**src/rtl/core/grammar_text_lexer_macros.svh**
```systemverilog
// assertion macros shared by the grammar text lexer rtl
`ifndef GRAMMAR_TEXT_LEXER_MACROS_SVH
`define GRAMMAR_TEXT_LEXER_MACROS_SVH

`ifndef SYNTHESIS

// same-cycle implication, disabled while reset is held
`define GTL_ASSERT_IMPLY(label, clk, rstn, ante, cons) \
    label: assert property (@(posedge clk) disable iff (!rstn) (ante) |-> (cons)) \
        else $error("gtl assertion failed");

// next-cycle implication, disabled while reset is held
`define GTL_ASSERT_NEXT(label, clk, rstn, ante, cons) \
    label: assert property (@(posedge clk) disable iff (!rstn) (ante) |=> (cons)) \
        else $error("gtl assertion failed");

`else

`define GTL_ASSERT_IMPLY(label, clk, rstn, ante, cons)
`define GTL_ASSERT_NEXT(label, clk, rstn, ante, cons)

`endif

`endif

```
**src/rtl/core/gtl_pkg.sv**
```systemverilog
// shared types and constants of the grammar text lexer
`default_nettype none

package gtl_pkg;

    // internal counter widths
    localparam int LENGTH_BITS = 16;
    localparam int OFFSET_BITS = 32;

    // result field widths
    localparam int KIND_BITS       = 4;
    localparam int OUT_OFFSET_BITS = 32;
    localparam int OUT_LENGTH_BITS = 16;
    localparam int OUT_FIELD_BITS  = KIND_BITS + OUT_OFFSET_BITS + OUT_LENGTH_BITS;
    localparam int OUT_TDATA_BITS  = ((OUT_FIELD_BITS + 7) / 8) * 8;
    localparam int IN_TDATA_BITS   = 8;

    // queue between front and back, depth must be a power of two
    localparam int QUEUE_DEPTH = 4;
    localparam int QPTR_BITS   = $clog2(QUEUE_DEPTH);

    typedef enum logic [KIND_BITS-1:0] {
        KIND_NONTERM = 4'd0,
        KIND_NAME    = 4'd1,
        KIND_BLANKS  = 4'd2,
        KIND_OPEN    = 4'd3,
        KIND_CLOSE   = 4'd4,
        KIND_DEFINE  = 4'd5,
        KIND_OR      = 4'd6,
        KIND_PADDING = 4'd7,
        KIND_NEWLINE = 4'd8,
        KIND_INVALID = 4'd9,
        KIND_END     = 4'd10
    } kind_t;

    typedef struct packed {
        kind_t                  kind;
        logic [OFFSET_BITS-1:0] offset;
        logic [LENGTH_BITS-1:0] length;
    } lexeme_t;

    // one queue entry carries the one or two lexemes of a byte
    typedef struct packed {
        logic    two;
        lexeme_t first;
        lexeme_t second;
    } q_entry_t;

    typedef struct packed {
        logic full;
        logic empty;
    } q_status_t;

endpackage

`default_nettype wire

```
**src/rtl/core/gtl_front.sv**
```systemverilog
// front part: byte classification and lexeme scanning state machine
`default_nettype none

module gtl_front
    import gtl_pkg::*;
(
    input  wire logic                     aclk,
    input  wire logic                     aresetn,
    input  wire logic                     s_tvalid,
    output logic                          s_tready,
    input  wire logic [IN_TDATA_BITS-1:0] s_tdata,    // [7:0] text_byte
    input  wire q_status_t                q_status,
    output logic                          q_push,
    output q_entry_t                      q_entry
);

    typedef enum logic [2:0] {
        MODE_IDLE,
        MODE_NAME,
        MODE_NT_NAME,
        MODE_BLANK_TAIL,
        MODE_NEWLINES,
        MODE_PADDING
    } mode_t;

    typedef struct packed {
        logic  emit;
        kind_t emit_kind;
        logic  emit_one;
        logic  open;
        mode_t open_mode;
        kind_t open_kind;
    } fresh_t;

    mode_t                  mode_reg, mode_next;
    logic                   at_start_reg, at_start_next;
    kind_t                  kind_reg, kind_next;
    logic [OFFSET_BITS-1:0] off_reg, off_next;
    logic [LENGTH_BITS-1:0] len_reg, len_next;
    logic [OFFSET_BITS-1:0] pos_reg, pos_next;

    logic [7:0]             b;
    logic                   accept;
    logic [LENGTH_BITS-1:0] grown;
    fresh_t                 fr;
    logic                   do_fresh;
    logic                   do_close;
    kind_t                  close_kind;
    lexeme_t                fresh_lex;
    lexeme_t                closed_lex;

    // byte classes
    function automatic logic is_name(input logic [7:0] v);
        return (v >= 8'h21 && v <= 8'h39) || (v >= 8'h3B && v <= 8'h7A) || v == 8'h7E;
    endfunction

    function automatic logic is_blank(input logic [7:0] v);
        return v == 8'h20 || v == 8'h09;
    endfunction

    function automatic logic is_newline(input logic [7:0] v);
        return v == 8'h0A || v == 8'h0D;
    endfunction

    // action for a byte that arrives with no lexeme open
    function automatic fresh_t fresh_of(input logic [7:0] v, input logic at_start);
        fresh_t f;
        f = '{emit: 1'b0, emit_kind: KIND_INVALID, emit_one: 1'b1,
              open: 1'b0, open_mode: MODE_IDLE, open_kind: KIND_NAME};
        priority if (v == 8'h00) begin
            f.emit      = 1'b1;
            f.emit_kind = KIND_END;
            f.emit_one  = 1'b0;
        end else if (is_name(v)) begin
            f.open      = 1'b1;
            f.open_mode = at_start ? MODE_NT_NAME : MODE_NAME;
            f.open_kind = at_start ? KIND_NONTERM : KIND_NAME;
        end else if (is_blank(v)) begin
            f.open      = 1'b1;
            f.open_mode = MODE_BLANK_TAIL;
            f.open_kind = KIND_BLANKS;
        end else if (v == 8'h7B) begin
            f.emit      = 1'b1;
            f.emit_kind = KIND_OPEN;
        end else if (v == 8'h7D) begin
            f.emit      = 1'b1;
            f.emit_kind = KIND_CLOSE;
        end else if (v == 8'h3A) begin
            f.open      = 1'b1;
            f.open_mode = MODE_BLANK_TAIL;
            f.open_kind = KIND_DEFINE;
        end else if (v == 8'h7C) begin
            f.open      = 1'b1;
            f.open_mode = MODE_BLANK_TAIL;
            f.open_kind = KIND_OR;
        end else if (is_newline(v)) begin
            f.open      = 1'b1;
            f.open_mode = MODE_NEWLINES;
            f.open_kind = KIND_NEWLINE;
        end else begin
            f.emit      = 1'b1;
            f.emit_kind = KIND_INVALID;
        end
        return f;
    endfunction

    assign b        = s_tdata;
    assign s_tready = !q_status.full;
    assign accept   = s_tvalid && s_tready;
    assign grown    = (len_reg == {LENGTH_BITS{1'b1}}) ? len_reg
                                                       : len_reg + LENGTH_BITS'(1);
    assign fr       = fresh_of(b, at_start_reg);

    // per-mode decision: extend, close, or hand the byte to the fresh path
    always_comb begin
        mode_next  = mode_reg;
        kind_next  = kind_reg;
        off_next   = off_reg;
        len_next   = len_reg;
        do_fresh   = 1'b0;
        do_close   = 1'b0;
        close_kind = kind_reg;
        unique case (mode_reg)
            MODE_NAME: begin
                if (is_name(b)) begin
                    len_next = grown;
                end else begin
                    do_close = 1'b1;
                    do_fresh = 1'b1;
                end
            end
            MODE_NT_NAME: begin
                if (is_name(b)) begin
                    len_next = grown;
                end else if (b == 8'h00) begin
                    do_close = 1'b1;
                    do_fresh = 1'b1;
                end else begin
                    len_next  = grown;
                    mode_next = MODE_BLANK_TAIL;
                end
            end
            MODE_BLANK_TAIL: begin
                if (is_blank(b)) begin
                    len_next = grown;
                end else begin
                    do_close = 1'b1;
                    do_fresh = 1'b1;
                end
            end
            MODE_NEWLINES: begin
                if (is_newline(b)) begin
                    len_next = grown;
                end else if (b == 8'h00) begin
                    do_fresh = 1'b1;
                end else if (is_name(b)) begin
                    len_next  = grown;
                    kind_next = KIND_NONTERM;
                    mode_next = MODE_NT_NAME;
                end else if (is_blank(b)) begin
                    len_next  = grown;
                    kind_next = KIND_PADDING;
                    mode_next = MODE_PADDING;
                end else begin
                    close_kind = KIND_NEWLINE;
                    do_close   = 1'b1;
                    do_fresh   = 1'b1;
                end
            end
            MODE_PADDING: begin
                if (is_newline(b)) begin
                    len_next  = grown;
                    kind_next = KIND_NEWLINE;
                    mode_next = MODE_NEWLINES;
                end else if (is_blank(b)) begin
                    len_next = grown;
                end else begin
                    do_close = 1'b1;
                    do_fresh = 1'b1;
                end
            end
            MODE_IDLE: begin
                do_fresh = 1'b1;
            end
            default: begin
                do_fresh = 1'b1;
            end
        endcase

        // fresh path opens a lexeme or leaves the scanner idle
        if (do_fresh) begin
            mode_next = fr.open ? fr.open_mode : MODE_IDLE;
            if (fr.open) begin
                kind_next = fr.open_kind;
                off_next  = pos_reg;
                len_next  = LENGTH_BITS'(1);
            end
        end

        // end of text rearms the start rule and the offset counter
        if (b == 8'h00) begin
            mode_next     = MODE_IDLE;
            at_start_next = 1'b1;
            pos_next      = '0;
        end else begin
            at_start_next = 1'b0;
            pos_next      = pos_reg + OFFSET_BITS'(1);
        end
    end

    // lexemes produced by this byte
    always_comb begin
        closed_lex = '{kind: close_kind, offset: off_reg, length: len_reg};
        fresh_lex  = '{kind: fr.emit_kind, offset: pos_reg,
                       length: fr.emit_one ? LENGTH_BITS'(1) : LENGTH_BITS'(0)};
        q_entry.two    = do_close && do_fresh && fr.emit;
        q_entry.first  = do_close ? closed_lex : fresh_lex;
        q_entry.second = fresh_lex;
        q_push         = accept && (do_close || (do_fresh && fr.emit));
    end

    // scanner state
    always_ff @(posedge aclk) begin
        if (!aresetn) begin
            mode_reg     <= MODE_IDLE;
            at_start_reg <= 1'b1;
            kind_reg     <= KIND_NONTERM;
            off_reg      <= '0;
            len_reg      <= '0;
            pos_reg      <= '0;
        end else if (accept) begin
            mode_reg     <= mode_next;
            at_start_reg <= at_start_next;
            kind_reg     <= kind_next;
            off_reg      <= off_next;
            len_reg      <= len_next;
            pos_reg      <= pos_next;
        end
    end

endmodule

`default_nettype wire

```
**src/rtl/core/gtl_queue.sv**
```systemverilog
// short queue of lexeme entries between front and back
`default_nettype none
`include "grammar_text_lexer_macros.svh"

module gtl_queue
    import gtl_pkg::*;
(
    input  wire logic     aclk,
    input  wire logic     aresetn,
    input  wire logic     push,
    input  wire q_entry_t push_entry,
    input  wire logic     pop,
    output q_entry_t      head_entry,
    output q_status_t     status
);

    q_entry_t             slot_reg [QUEUE_DEPTH];
    logic [QPTR_BITS-1:0] wr_ptr_reg;
    logic [QPTR_BITS-1:0] rd_ptr_reg;
    logic [QPTR_BITS:0]   count_reg;

    assign status.full  = (count_reg == (QPTR_BITS + 1)'(QUEUE_DEPTH));
    assign status.empty = (count_reg == '0);
    assign head_entry   = slot_reg[rd_ptr_reg];

    // entry storage
    always_ff @(posedge aclk) begin
        if (push) begin
            slot_reg[wr_ptr_reg] <= push_entry;
        end
    end

    // pointers and fill count
    always_ff @(posedge aclk) begin
        if (!aresetn) begin
            wr_ptr_reg <= '0;
            rd_ptr_reg <= '0;
            count_reg  <= '0;
        end else begin
            if (push) begin
                wr_ptr_reg <= wr_ptr_reg + QPTR_BITS'(1);
            end
            if (pop) begin
                rd_ptr_reg <= rd_ptr_reg + QPTR_BITS'(1);
            end
            if (push && !pop) begin
                count_reg <= count_reg + (QPTR_BITS + 1)'(1);
            end else if (pop && !push) begin
                count_reg <= count_reg - (QPTR_BITS + 1)'(1);
            end
        end
    end

    `GTL_ASSERT_IMPLY(a_no_push_full, aclk, aresetn, status.full, !push)
    `GTL_ASSERT_IMPLY(a_no_pop_empty, aclk, aresetn, status.empty, !pop)
    `GTL_ASSERT_NEXT(a_push_fills, aclk, aresetn, push && !pop, !status.empty)

endmodule

`default_nettype wire

```
**src/rtl/core/gtl_back.sv**
```systemverilog
// back part: splits queue entries into single lexemes on the output register
`default_nettype none
`include "grammar_text_lexer_macros.svh"

module gtl_back
    import gtl_pkg::*;
(
    input  wire logic                 aclk,
    input  wire logic                 aresetn,
    input  wire q_status_t            q_status,
    input  wire q_entry_t             q_head,
    output logic                      q_pop,
    output logic                      m_tvalid,
    input  wire logic                 m_tready,
    output logic [OUT_TDATA_BITS-1:0] m_tdata   // [3:0] lexeme_kind, [35:4] lexeme_offset,
                                                // [51:36] lexeme_length
);

    logic                      out_valid_reg;
    logic [OUT_TDATA_BITS-1:0] out_data_reg;
    logic                      pend_valid_reg;
    lexeme_t                   pend_reg;
    logic                      out_free;

    // fit internal widths to the result fields
    function automatic logic [OUT_TDATA_BITS-1:0] pack_lexeme(input lexeme_t lx);
        logic [OFFSET_BITS+OUT_OFFSET_BITS-1:0] off_ext;
        logic [LENGTH_BITS+OUT_LENGTH_BITS-1:0] len_ext;
        off_ext = {{OUT_OFFSET_BITS{1'b0}}, lx.offset};
        len_ext = {{OUT_LENGTH_BITS{1'b0}}, lx.length};
        return OUT_TDATA_BITS'({len_ext[OUT_LENGTH_BITS-1:0],
                                off_ext[OUT_OFFSET_BITS-1:0], lx.kind});
    endfunction

    assign out_free = !out_valid_reg || m_tready;
    assign q_pop    = out_free && !pend_valid_reg && !q_status.empty;
    assign m_tvalid = out_valid_reg;
    assign m_tdata  = out_data_reg;

    // output register, pending second lexeme first
    always_ff @(posedge aclk) begin
        if (!aresetn) begin
            out_valid_reg  <= 1'b0;
            pend_valid_reg <= 1'b0;
        end else if (out_free) begin
            if (pend_valid_reg) begin
                out_valid_reg  <= 1'b1;
                pend_valid_reg <= 1'b0;
            end else if (!q_status.empty) begin
                out_valid_reg  <= 1'b1;
                pend_valid_reg <= q_head.two;
            end else begin
                out_valid_reg  <= 1'b0;
            end
        end
    end

    // payload, no reset needed
    always_ff @(posedge aclk) begin
        if (out_free) begin
            if (pend_valid_reg) begin
                out_data_reg <= pack_lexeme(pend_reg);
            end else if (!q_status.empty) begin
                out_data_reg <= pack_lexeme(q_head.first);
                pend_reg     <= q_head.second;
            end
        end
    end

    `GTL_ASSERT_IMPLY(a_pend_has_out, aclk, aresetn, pend_valid_reg, out_valid_reg)
    `GTL_ASSERT_IMPLY(a_pop_no_pend, aclk, aresetn, q_pop, !pend_valid_reg && out_free)

endmodule

`default_nettype wire

```
**src/rtl/core/grammar_text_lexer.sv**
```systemverilog
// Grammar text lexer: one byte in per cycle while the queue has room, one lexeme out per cycle.
// The closing byte queues a lexeme; it then moves to the output register that drives m_tdata;
// a byte that closes a lexeme and emits a one-byte or end lexeme yields the second after the first.
// Throughput: one byte per cycle while results leave at one per cycle; the four-entry
// front-to-back queue and the output register set how long a stalled output can be absorbed.
// Reset (aresetn low, synchronous): scanner idle at text start, offset zero, queue and output empty.
`default_nettype none

module grammar_text_lexer
    import gtl_pkg::*;
(
    input  wire logic                      aclk,
    input  wire logic                      aresetn,
    input  wire logic                      s_tvalid,
    output logic                           s_tready,
    input  wire logic [IN_TDATA_BITS-1:0]  s_tdata,   // [7:0] text_byte
    output logic                           m_tvalid,
    input  wire logic                      m_tready,
    output logic [OUT_TDATA_BITS-1:0]      m_tdata    // [3:0] lexeme_kind, [35:4] lexeme_offset,
                                                      // [51:36] lexeme_length
);

    q_status_t q_status;
    logic      q_push;
    logic      q_pop;
    q_entry_t  q_entry;
    q_entry_t  q_head;

    // byte scanner
    gtl_front u_front (
        .aclk     (aclk),
        .aresetn  (aresetn),
        .s_tvalid (s_tvalid),
        .s_tready (s_tready),
        .s_tdata  (s_tdata),
        .q_status (q_status),
        .q_push   (q_push),
        .q_entry  (q_entry)
    );

    // decoupling queue
    gtl_queue u_queue (
        .aclk       (aclk),
        .aresetn    (aresetn),
        .push       (q_push),
        .push_entry (q_entry),
        .pop        (q_pop),
        .head_entry (q_head),
        .status     (q_status)
    );

    // result serializer
    gtl_back u_back (
        .aclk     (aclk),
        .aresetn  (aresetn),
        .q_status (q_status),
        .q_head   (q_head),
        .q_pop    (q_pop),
        .m_tvalid (m_tvalid),
        .m_tready (m_tready),
        .m_tdata  (m_tdata)
    );

endmodule

`default_nettype wire
```
**config.mk**
```make
export PLATFORM = sky130hd
export DESIGN_NAME = grammar_text_lexer
export DESIGN_NICKNAME = d
export VERILOG_FILES = /design/src/rtl/core/gtl_pkg.sv /design/src/rtl/core/gtl_front.sv /design/src/rtl/core/gtl_queue.sv /design/src/rtl/core/gtl_back.sv /design/src/rtl/core/grammar_text_lexer.sv
export VERILOG_INCLUDE_DIRS = /design/src /design/src/rtl/core
export SDC_FILE = /design/constraint.sdc
export NUM_CORES = 1
export LEC_CHECK = 0
export BUFFER_PORTS_ARGS = -buffer_cell sky130_fd_sc_hd__buf_4
export CAP_MARGIN = 10
export CORE_MARGIN = 2
export CORE_UTILIZATION = 45
export CTS_CLUSTER_SIZE = 40
export DETAILED_ROUTE_END_ITERATION = 6
export GPL_ROUTABILITY_DRIVEN = 0
export PLACE_DENSITY_LB_ADDON = 0.3
export SYNTH_ARGS = -nofsm -noshare
export SYNTH_HDL_FRONTEND = slang
export SYNTH_SLANG_ARGS = --single-unit
export TNS_END_PERCENT = 30
```
**constraint.sdc**
```tcl
create_clock -name aclk -period 5.41 [get_ports aclk]
set_input_delay 0.541 -clock aclk [delete_from_list [all_inputs] [get_ports aclk]]
set_output_delay 0.541 -clock aclk [all_outputs]
set_load 0.02 [all_outputs]
```
=== Yosys cells after proc, flatten, opt, wreduce, memory -nomap -nowiden ===
Memory sizes are Yosys's and may differ from the RTL's. A register that Yosys moved wholly into a read port is not among the register bits.
Index checks and enable logic that the tools add are counted.

* Register bits: 201
* Bits in latches: 0
* RAM bits: 360
* ROM bits: 0
* Input bits: 12
* Output and inout port bits: 58
* Memories: 1

{| class="wikitable"
|+ Memories
! memory !! depth !! width !! rd ports !! clocked after memory_dff !! write ports !! line !! text
|-
| u_queue.slot_reg || 4 || 90 || 1 || 1 || 1 || gtl_queue.sv:17 || <nowiki>q_entry_t slot_reg [QUEUE_DEPTH];</nowiki>
|}

* Add/sub/neg operators: 6
* $mul: 0
* Divide/modulo/power cells: 0
* $lt $le $gt $ge: 4
* Eq/ne operators: 21
* Shift operators: 0
* Mux-type cells: 79
* Bitwise operators: 2
* Reductions and logical operators: 31

{| class="wikitable"
|+ Operators by type and width
! cell !! count
|-
| 16-bit two-way mux || 11
|-
| 52-bit two-way mux || 3
|-
| 16-bit one-hot mux with 5 select lines || 1
|-
| 8-bit two-way mux || 8
|-
| 4-bit two-way mux || 12
|-
| 5-bit two-way mux || 8
|-
| 32-bit by 1-bit adder with 32-bit output, second input constant || 1
|-
| 8-bit by 7-bit equality test with 1-bit output, second input constant || 4
|-
| 32-bit two-way mux || 1
|-
| 3-bit two-way mux || 10
|-
| 8-bit by 4-bit equality test with 1-bit output, second input constant || 3
|-
| 1-bit two-way mux || 18
|-
| 16-bit by 1-bit adder with 16-bit output, second input constant || 1
|-
| 16-bit equality test, second input constant || 1
|-
| 8-bit by 6-bit equality test with 1-bit output, second input constant || 2
|-
| 8-bit by 6-bit >= comparator with 1-bit output, second input constant || 2
|-
| 1-bit logical AND || 11
|-
| 1-bit one-hot mux with 5 select lines || 2
|-
| 3-bit equality test, second input constant || 3
|-
| 3-bit one-hot mux with 3 select lines || 1
|-
| 8-bit by 6-bit <= comparator with 1-bit output, second input constant || 1
|-
| 8-bit by 7-bit <= comparator with 1-bit output, second input constant || 1
|-
| 8-bit logical NOT || 1
|-
| 4-bit by 3-bit inequality test with 1-bit output, second input constant || 2
|-
| 19 further kinds || 35
|}

=== Longest topological paths before layout ===
Gate-level depths: netlist of the first run.

* Depth in word-level cells: 17
* Mapped depth: 15
* Mapped depth without buffers: 12

=== Modules after synthesis ===
Synthesis of the first run repeated with hierarchy kept, for this count alone.

* Cells, all modules: 1478
* Area total of the unflattened synthesis: 25205.4 µm²

{| class="wikitable"
|+ By module, submodules not included
! module !! instances !! cells an instance !! area each (µm²)
|-
| gtl_queue || 1 || 592 || 15607.5
|-
| gtl_front || 1 || 707 || 5700.5
|-
| gtl_back || 1 || 179 || 3897.5
|}

=== Least setup slack after synthesis of the first run ===
OpenSTA, ideal clock, no wires.

* Path kind: input to register
* From: in s_tdata[2]
* To: mem u_queue.slot_reg[0][0] (netlist name), enable pin
* Setup time: 0.459 ns
* Arrival: 4.498 ns
* Data required time: 4.951 ns
* Path slack: 0.454 ns
* Cell stages on the path: 9
* Path through: buf_2 > or4b_4 > a31o_2 > a21oi_4 > nand3_2 > and3_1 > buf_2 > a21oi_4 > and2_1

* Longest elaborated chain between the ends: 15
* Elaborated cells between the ends (all ways): 45
* Those cells by class: order compare: 4; eq/ne: 9; mux: 22; reduce/logical: 10

{| class="wikitable"
|+ Ends and longest elaborated chain
! what !! line !! text
|-
| start: declaration || grammar_text_lexer.sv:16 || <nowiki>input wire logic [IN_TDATA_BITS-1:0] s_tdata,</nowiki>
|-
| branches (longest 11 deep; another with 8-bit by 6-bit >= comparator with 1-bit output) || -- ||
|-
| 1-bit logical OR (*) || gtl_front.sv:219 || <nowiki>q_push = accept && (do_close || (do_fresh && fr.emit));</nowiki>
|-
| 1-bit logical AND (*) || gtl_front.sv:219 ||
|-
| named net q_push || grammar_text_lexer.sv:24 || <nowiki>logic q_push;</nowiki>
|-
| 1-bit two-way mux (*) || gtl_queue.sv:28 || <nowiki>if (push) begin</nowiki>
|-
| 1-bit two-way mux (implied by the code) (*) || gtl_queue.sv:29 || <nowiki>slot_reg[wr_ptr_reg] <= push_entry;</nowiki>
|-
| end: declaration || gtl_queue.sv:17 ||
|}

Mark *: on every way through the listed nets, which the timed path passes.

=== Final worst setup path of the first run ===
* From: reg u_front.mode_reg[0]
* To: reg u_queue.count_reg[2]

* Longest elaborated chain between the ends: 8
* Elaborated cells between the ends (all ways): 15
* Those cells by class: eq/ne: 5; mux: 3; reduce/logical: 7

{| class="wikitable"
|+ Ends and longest elaborated chain
! what !! line !! text
|-
| start: declaration || gtl_front.sv:35 || <nowiki>mode_t mode_reg, mode_next;</nowiki>
|-
| start signal: assignment || gtl_front.sv:232 || <nowiki>mode_reg <= mode_next;</nowiki>
|-
| 3-bit equality test, or another cell as far along || gtl_front.sv:123 || <nowiki>unique case (mode_reg)</nowiki>
|-
| 1-bit one-hot mux with 5 select lines || gtl_front.sv:123 ||
|-
| 1-bit logical AND || gtl_front.sv:219 ||
|-
| 1-bit logical OR (*) || gtl_front.sv:219 ||
|-
| 1-bit logical AND (*) || gtl_front.sv:219 ||
|-
| named net q_push || grammar_text_lexer.sv:24 ||
|-
| 1-bit logical NOT || gtl_queue.sv:48 || <nowiki>end else if (pop && !push) begin</nowiki>
|-
| 1-bit logical AND || gtl_queue.sv:48 ||
|-
| 2-bit nonzero test (no source line) || -- ||
|-
| end signal: assignment || gtl_queue.sv:47 || <nowiki>count_reg <= count_reg + (QPTR_BITS + 1)'(1);</nowiki>
|-
| end signal: assignment || gtl_queue.sv:49 || <nowiki>count_reg <= count_reg - (QPTR_BITS + 1)'(1);</nowiki>
|-
| end: declaration || gtl_queue.sv:20 || <nowiki>logic [QPTR_BITS:0] count_reg;</nowiki>
|}

Mark *: on every way through the listed nets, which the timed path passes. The rest lies on a longest branch.
A chain may end at the register's enable or synchronous reset.

==> run_results.csv, run 1 <==
group,metric,value,unit
setup_path,crit_type,"register to register",
die,rows,81,
place,pre_cts_slack,1.13,ns
finish,syn2layout_area_growth,13.1,%
finish,drive_above_1_share,0.212,
routing,route.detailed.drc,0,
sta,timing.final.ws_setup,1.38,ns
clock_network,cts_resized,0,
routing,ant_nets,0,
yosys,synthTopCellsByArea,"edfxtp_1, mux4_2, dfxtp_1",
die,dieArea,0.0509,mm^2
place,portBuffers,65,
grt,overflow,0,
routing,vias,12211,
sta,finalCritPeriodShare,0.745,
finish,stdcell_count,2164,
routing,first_pass_iters,5,
run_status,status,"complete, no violations",
yosys,synth_warnings,0,
sta,maxSlewViolCount,0,
setup_path,r2r_cells,12,
die,core,0.0486,mm^2
flow_run,maxCapViolCount,0,
setup_path,r2r_start,"u_front.mode_reg[0]",
sta,rsz0062_at_grt,"false",
yosys,synth_area,0.0221,mm^2
min_path,hp-class,"primary input to register",
power_and_ir_drop,ir_drop,297,uV
place,numPlacedInstances,2064,
grt,grt_max_degree,56,
routing,routedWlPerCell,20.8,um
place,hpwl,25.9,mm
clock_network,clock_sinks,548,
finish,most-common-layout-cells,"edfxtp_1, nand2_1, dfxtp_1",
clock_network,insertion_delay,0.60,ns
grt,track_usage,0.182,
power_and_ir_drop,p_per_area,523,mW/mm^2
die,die_w,226,um
yosys,syn_avg_cell_area,15.4,um^2
clock_network,hold_buffers,0,
clock_network,cts.path.max_buffers,3,
yosys,synth-main-ff-cell,"edfxtp_1",
grt,grt_pass1_vias,12221,
sta,worst_slew_pin_slew,0.956,ns
finish,diodes,0,
sta,finalSetupTns,0,ns
die,start_util,0.454,
sta,setup_viol,0,
setup_path,crit_fanout,17,
sta,period_needed,4.03,ns
setup_path,critPathCapture,"u_queue.count_reg[2]",
setup_path,arrival,4.55,ns
finish,n_fill_cell,3991,
finish,nets,1517,
routing,totalWireLength,45.0,mm
power_and_ir_drop,total_power,13.1,mW
die,ioPinCount,70,
sta,relSlewSlack,0.360,
yosys,yosys.area.top_type,"edfxtp_1",
yosys,synth_seq_cells,548,
finish,final_util,0.514,
setup_path,r2r_end,"u_queue.count_reg[2]",
clock_network,postCtsSetupBuffers,0,
setup_path,crit_path_end_kind,"register",
finish,fin_area,0.0250,mm^2
clock_network,h-tree-depth,2,
power_and_ir_drop,power_leakage,8.29,nW
routing,via_per_inst,5.64,
yosys,syn_inst,1432,
yosys,synthArstFlopShare,0,
setup_path,rrSetupSlack,1.38,ns
sta,fmax,0.248,GHz
finish,largest_register_ffs,360,
clock_network,clk_pin_slew,0.06,ns
setup_path,required,5.93,ns
clock_network,cts_tree,"built",
setup_path,worstSetupStartpoint,"u_front.mode_reg[0]",
routing,drt_iter0_drc,976,
sta,holdWs,0.307,ns
sta,hold_viol,0,
clock_network,cts_buffers,53,
sta,finClkSkew,0.0205,ns
yosys,synth_edf_count,449,
finish,final_common_cell,"edfxtp_1",
clock_network,cts-root-buf,"clkbuf_16",
setup_path,start_kind,"register",
grt,antenna_found_initial,0,
die,die_h,226,um
yosys,seq_area_frac_synth,0.700,
yosys,yosys.area.top_type_share,0.611,
grt,grt_pass1_wl,70.7,mm
yosys,ys_types,79,
place,placed_cell_area,0.0233,mm^2
## how the worst min path moves through the flow
| stage | end | depth (start not counted) | startpoint | slack, ns |
|---|---|---|---|---|
| global placement | u_front.off_reg[23] | 2 | u_front.off_reg[23] | 0.44 |
| CTS | u_front.mode_reg[1] | 2 | aresetn | 0.28 |
| finish | u_front.mode_reg[1] | 2 | aresetn | 0.31 |
| floorplan | u_front.off_reg[0] | 2 | u_front.off_reg[0] | 0.44 |
| detailed placement | u_front.off_reg[27] | 2 | u_front.off_reg[27] | 0.45 |
| global route | u_front.mode_reg[1] | 2 | aresetn | 0.29 |
## synthesized netlist by cell type, types with 13 or more instances
cell,count
nor2b_1,20
mux2_2,38
nor3_1,18
nand4_1,13
xor2_1,23
dfxtp_1,99
clkbuf_1,46
nand3_1,26
mux4_2,90
and3_1,14
a21oi_1,58
nand2_1,210
edfxtp_1,449
and2_1,25
o21ai_0,35
nor2_1,65
## critical path, cell delays in order, from the launching register on
cell	delay [ns]
dfxtp_1	0.47
nor3b_1	0.75
and4_1	0.39
a311oi_2	0.11
o21ai_2	0.37
o21ai_1	0.19
a21oi_4	0.31
ha_1	0.24
inv_1	0.07
fa_1	0.42
xor2_1	0.17
or3_1	0.31
a21oi_1	0.14
## final cells by class
class	count	area [um^2]	share of cell area
clock buffer	74	1450	0.0578
tap	622	778	0.0311
clock inverter	26	288	0.0115
multi-input combinational	803	6280	0.252
inverter	8	30.0	0.00120
sequential	548	15500	0.619
timing repair buffer	83	686	0.0274
## per-layer routing
metal  vias to the layer above  share of wire  GRT usage
met5                         -              0          0
met4                         0          0.021     0.0555
met3                        64          0.047     0.0258
met2                       338           0.48      0.298
met1                      6196           0.45      0.252
li1                       5613              -          -
## report_power, final
part / internal, mW / switching, mW
Combinational: 1.33 / 2.04
Clock: 2.12 / 1.54
Sequential: 5.69 / 0.353
## logic make-up (layout without fill, tap and decap cells)
group                    count (synthesis)  in the layout  synth area share
other                                    1              4          0.000170
flip-flops                             548            548             0.700
AO/OA/AOI/OAI                          182            182            0.0557
AND/OR/NAND/NOR                        441            441            0.0944
XOR/XNOR                                34             34            0.0135
adder cells (fa/ha/maj)                  8              8           0.00487
multiplexers                           134            134             0.114
buffers and inverters                   84            191            0.0172
(Power assumes the default switching activity.)
==> run 2: changes to the inputs <==
Clock period 5.41 ns to 3.85 ns, I/O delays scaled along.
==> run 2 against run 1 <==
- worst hold slack got worse by 0.16 ns
- worst setup slack got worse by 0.86 ns
- maximum frequency up 21%
- flip-flop and latch count unchanged
- clock skew down 0.0013 ns
- critical endpoint unchanged
==> run_results.csv, run 2 (synthesized netlist as in run 1, its figures left out) <==
group,metric,value,unit
place,hpwl,27.2,mm
grt,grt_pass1_wl,72.4,mm
clock_network,cts.path.max_buffers,3,
routing,via_per_inst,5.66,
die,core,0.0486,mm^2
sta,relSlewSlack,0.354,
sta,worst_slew_pin_slew,0.963,ns
grt,overflow,0,
routing,totalWireLength,46.0,mm
setup_path,r2r_cells,13,
finish,nets,1540,
min_path,whs_endpoint,"u_front.mode_reg[1]",
setup_path,arrival,3.84,ns
setup_path,crit_type,"register to register",
die,dieArea,0.0509,mm^2
grt,grt_pass1_vias,12600,
setup_path,r2r_start,"u_front.mode_reg[0]",
flow_run,maxCapViolCount,0,
clock_network,hold_buffers,0,
finish,drive_above_1_share,0.221,
setup_path,crit_fanout,17,
sta,finalSetupTns,0,ns
clock_network,postCtsSetupBuffers,0,
run_status,status,"complete, no violations",
clock_network,cts-root-buf,"clkbuf_16",
die,start_util,0.454,
grt,grt_max_degree,67,
setup_path,cp_top_family,"compound AO/OA/AOI/OAI gates",
routing,routedWlPerCell,21.1,um
sta,setup_viol,0,
die,rows,81,
routing,drt_iter0_drc,1057,
clock_network,cts_resized,0,
routing,ant_nets,0,
setup_path,worstPathCellList,"nor3b_1, buf_4, and4_1, a311oi_2, o21ai_2, o21ai_1, a21oi_4, ha_1, inv_1, fa_1, xor2_1, or3_1, a21oi_1",
finish,syn2layout_area_growth,13.9,%
grt,antenna_found_initial,0,
sta,rsz0062_at_grt,"false",
finish,fin_area,0.0252,mm^2
clock_network,insertion_delay,0.60,ns
routing,vias,12371,
die,die_w,226,um
finish,largest_register_ffs,360,
min_path,worstHoldStart,"aresetn",
setup_path,slowest_delay,0.69,ns
setup_path,worstSetupStartpoint,"u_front.mode_reg[0]",
power_and_ir_drop,power_leakage,8.40,nW
sta,fmax,0.301,GHz
finish,n_fill_cell,4004,
clock_network,cts_buffers,53,
sta,hold_viol,0,
clock_network,clk_pin_slew,0.06,ns
clock_network,h-tree-depth,2,
setup_path,crit_path_end_kind,"register",
sta,finClkSkew,0.0192,ns
place,portBuffers,65,
sta,holdWs,0.145,ns
setup_path,cp_num_buf_inv,2,
setup_path,required,4.36,ns
routing,first_pass_iters,5,
min_path,holdPathStages,2,
clock_network,cts_tree,"built",
min_path,hp-class,"primary input to register",
place,placed_cell_area,0.0235,mm^2
finish,most-common-layout-cells,"edfxtp_1, nand2_1, dfxtp_1",
die,ioPinCount,70,
setup_path,crit_path_top_delay_cell,"dfxtp_1",
sta,maxSlewViolCount,0,
finish,final_util,0.517,
finish,final_common_cell,"edfxtp_1",
routing,route.detailed.drc,0,
setup_path,r2r_end,"u_queue.count_reg[2]",
setup_path,rrSetupSlack,0.52,ns
finish,diodes,0,
sta,finalCritPeriodShare,0.864,
sta,period_needed,3.33,ns
power_and_ir_drop,ir_drop,420,uV
grt,track_usage,0.186,
power_and_ir_drop,total_power,18.4,mW
power_and_ir_drop,p_per_area,730,mW/mm^2
die,die_h,226,um
clock_network,clock_sinks,548,
setup_path,start_kind,"register",
==> run 2: changes by cell type in the layout (fill, tap and decap cells not counted), moves of 3 or more <==
cell,previous run,this run
clkinv_1,4,7
buf_12,5,12
clkbuf_8,4,7
buf_4,78,94
clkinvlp_4,3,0
bufinv_16,5,1
==> run 2: final cells by class <==
type | count | area [um^2] | share of cell area
Sequential cell | 548 | 15500 | 0.615
Tap cell | 622 | 778 | 0.0309
Timing Repair Buffer | 106 | 946 | 0.0376
Inverter | 8 | 30.0 | 0.00119
Clock buffer | 78 | 1510 | 0.0601
Clock inverter | 20 | 139 | 0.00552
Multi-Input combinational cell | 803 | 6280 | 0.250
==> run 2: power by group <==
| part | internal [mW] | leakage [nW] | total (mW) | switching (mW) |
|---|---|---|---|---|
| logic | 2.02 | 2.54 | 4.97 | 2.95 |
| clock network | 2.79 | 0.812 | 4.92 | 2.13 |
| registers | 7.99 | 5.05 | 8.48 | 0.493 |
| total | 12.8 | 8.40 | 18.4 | 5.57 |
==> run 2: per-stage QoR <==
step | worst slack, ns | std cells
floorplan | -0.950 | 1435
global placement | 0.252 | 2087
detailed placement | 0.195 | 2087
CTS | 0.577 | 2185
global route | 0.382 | 2185
finish | 0.524 | 2185
==> run 2: worst max-delay path by stage <==
stage               slack, ns  cells past startpoint                endpoint
floorplan               -0.95                      9  u_queue.slot_reg[2][0]
global placement         0.25                     13    u_queue.count_reg[2]
detailed placement       0.20                     13    u_queue.count_reg[2]
CTS                      0.58                     13    u_queue.count_reg[2]
global route             0.38                     13    u_queue.count_reg[2]
finish                   0.52                     13    u_queue.count_reg[2]
==> run 2: per-layer routing <==
metal | global-route usage | vias up | wire (um)
met5 | 0 | - | 0
met3 | 0.0258 | 76 | 2260
met4 | 0.0609 | 0 | 1070
li1 | - | 5659 | -
met2 | 0.302 | 354 | 22000
met1 | 0.260 | 6282 | 20700
==> run 3: changes to the inputs <==
Settings changed: GPL_ROUTABILITY_DRIVEN 0 to default.
Clock period 3.85 ns to 3.4 ns, I/O delays scaled along.
==> run 3 against run 2 <==
- maximum frequency grew 8.1%
- clock power increased by 20%
- power up 16%
- wire length is 3.1% higher
- sequential share of layout area is 1.1 points lower
- worst setup slack worse by 0.20 ns
- critical path type unchanged
- critical path depth shrank 1
- via count increased by 0.74%
- utilization grew 0.94 points
- flip-flop and latch count is the same
==> run_results.csv, run 3 (synthesized netlist as in run 1, its figures left out) <==
group,metric,value,unit
sta,finClkSkew,0.0248,ns
die,die_h,226,um
finish,final_util,0.527,
power_and_ir_drop,power_leakage,8.62,nW
setup_path,crit_fanout,10,
sta,maxSlewViolCount,0,
min_path,hp-class,"primary input to register",
grt,antenna_found_initial,0,
die,dieArea,0.0509,mm^2
die,ioPinCount,70,
clock_network,cts_tree,"built",
clock_network,h-tree-depth,2,
setup_path,start_kind,"register",
place,place_congestion,0.898,
clock_network,cts_buffers,53,
finish,drive_above_1_share,0.239,
power_and_ir_drop,p_clk_frac,0.277,
sta,worst_slew_pin_slew,0.975,ns
finish,diodes,0,
setup_path,crit_path_end_kind,"register",
grt,grt_pass1_vias,12516,
power_and_ir_drop,p_sw,6.47,mW
routing,vias,12463,
grt,track_usage,0.191,
sta,rsz0062_at_grt,"false",
finish,largest_register_ffs,360,
clock_network,cts-root-buf,"clkbuf_16",
clock_network,clk_pin_slew,0.07,ns
routing,totalWireLength,47.5,mm
finish,most-common-layout-cells,"edfxtp_1, nand2_1, buf_4",
clock_network,cts_resized,0,
clock_network,cts.path.max_buffers,3,
setup_path,r2r_cells,12,
clock_network,clock_sinks,548,
sta,setup_viol,0,
die,core,0.0486,mm^2
power_and_ir_drop,intPower,14.9,mW
setup_path,r2r_start,"u_front.mode_reg[2]",
power_and_ir_drop,combPwrFrac,0.277,
grt,grt_max_degree,54,
routing,route.detailed.drc,0,
run_status,status,"complete, no violations",
routing,via_per_inst,5.63,
sta,finalCritPeriodShare,0.905,
die,start_util,0.454,
setup_path,crit_type,"register to register",
setup_path,r2r_end,"u_queue.count_reg[2]",
clock_network,postCtsSetupBuffers,0,
setup_path,worstSetupStartpoint,"u_front.mode_reg[2]",
clock_network,insertion_delay,0.60,ns
sta,period_needed,3.08,ns
die,die_w,226,um
routing,ant_nets,0,
routing,first_pass_iters,5,
power_and_ir_drop,p_per_area,834,mW/mm^2
routing,routedWlPerCell,21.4,um
power_and_ir_drop,total_power,21.4,mW
die,rows,81,
setup_path,rrSetupSlack,0.32,ns
power_and_ir_drop,ir_drop,539,uV
grt,grt_pass1_wl,74.0,mm
sta,fmax,0.325,GHz
setup_path,arrival,3.58,ns
flow_run,maxCapViolCount,0,
finish,nets,1568,
setup_path,required,3.91,ns
finish,final_common_cell,"edfxtp_1",
place,hpwl,28.7,mm
sta,hold_viol,0,
grt,overflow,0,
place,portBuffers,65,
power_and_ir_drop,p_seq_frac,0.446,
finish,n_fill_cell,3942,
clock_network,hold_buffers,0,
routing,drt_iter0_drc,1076,
finish,syn2layout_area_growth,16.0,%
sta,holdWs,0.104,ns
sta,relSlewSlack,0.346,
setup_path,critPathCapture,"u_queue.count_reg[2]",
power_and_ir_drop,switching_share,0.303,
==> run 3: cell types whose count changed in the layout (fill, tap and decap cells not counted), sizes merged <==
cell      change
clkinvlp      +2
buf          +28
bufinv        +2
clkinv        -3
clkbuf        +1
==> run 3: critical path, cell delays in order (launching register included) <==
cell      delay [ns]
dfxtp_1         0.48
nand2b_1        0.19
nor2_1          0.31
a311oi_2        0.18
o21ai_2         0.17
o21ai_1         0.13
a21oi_4         0.21
ha_1            0.20
inv_1           0.06
fa_1            0.42
xor2_1          0.18
or3_1           0.31
a21oi_1         0.13
==> run 3: area by class of cell <==
type	instances	area, um^2	share of cell area
Clock buffer	79	1560	0.0608
Timing Repair Buffer	134	1270	0.0495
Sequential cell	548	15500	0.604
Tap cell	622	778	0.0304
Inverter	8	30.0	0.00117
Clock inverter	21	219	0.00855
Multi-Input combinational cell	803	6290	0.246
==> run 3: per-stage QoR <==
stage | instances | setup WS, ns | setup TNS, ns | area [um^2]
3_3_place_gp | 2115 | 0.0260 | 0 | 23800
4_1_cts | 2215 | 0.343 | 0 | 25600
2_1_floorplan | 1435 | -0.363 | -130.92 | 22100
5_1_grt | 2215 | 0.110 | 0 | 25600
6_report | 2215 | 0.323 | 0 | 25600
3_5_place_dp | 2115 | 0.0181 | 0 | 23800
==> run 3: routing by layer <==
layer / global-route usage / share of wire / up-vias
li1: - / - / 5712
met1: 0.275 / 0.46 / 6383
met2: 0.308 / 0.47 / 296
met3: 0.0228 / 0.042 / 72
met4: 0.0590 / 0.024 / 0
met5: 0 / 0 / -
==> run 3: how the worst min path moves through the flow <==
| stage | startpoint | end | slack, ns | cells after the start |
|---|---|---|---|---|
| 3_3_place_gp | u_front.off_reg[21] | u_front.off_reg[21] | 0.44 | 2 |
| 5_1_grt | aresetn | u_front.mode_reg[1] | 0.11 | 2 |
| 2_1_floorplan | u_front.off_reg[0] | u_front.off_reg[0] | 0.44 | 2 |
| 6_report | aresetn | u_front.mode_reg[1] | 0.10 | 2 |
| 3_5_place_dp | u_front.off_reg[28] | u_front.off_reg[28] | 0.45 | 2 |
| 4_1_cts | aresetn | u_front.mode_reg[1] | 0.08 | 2 |
==> run 3: power by group through the flow <==
stage	registers, mW	clock network, mW	logic, mW
after floorplan	9.93	0	3.32
after global placement	9.64	0	6.01
after detailed placement	9.69	0	6.00
after CTS	9.56	6.05	6.04
after global routing	9.67	6.29	6.38
final	9.54	5.91	5.92
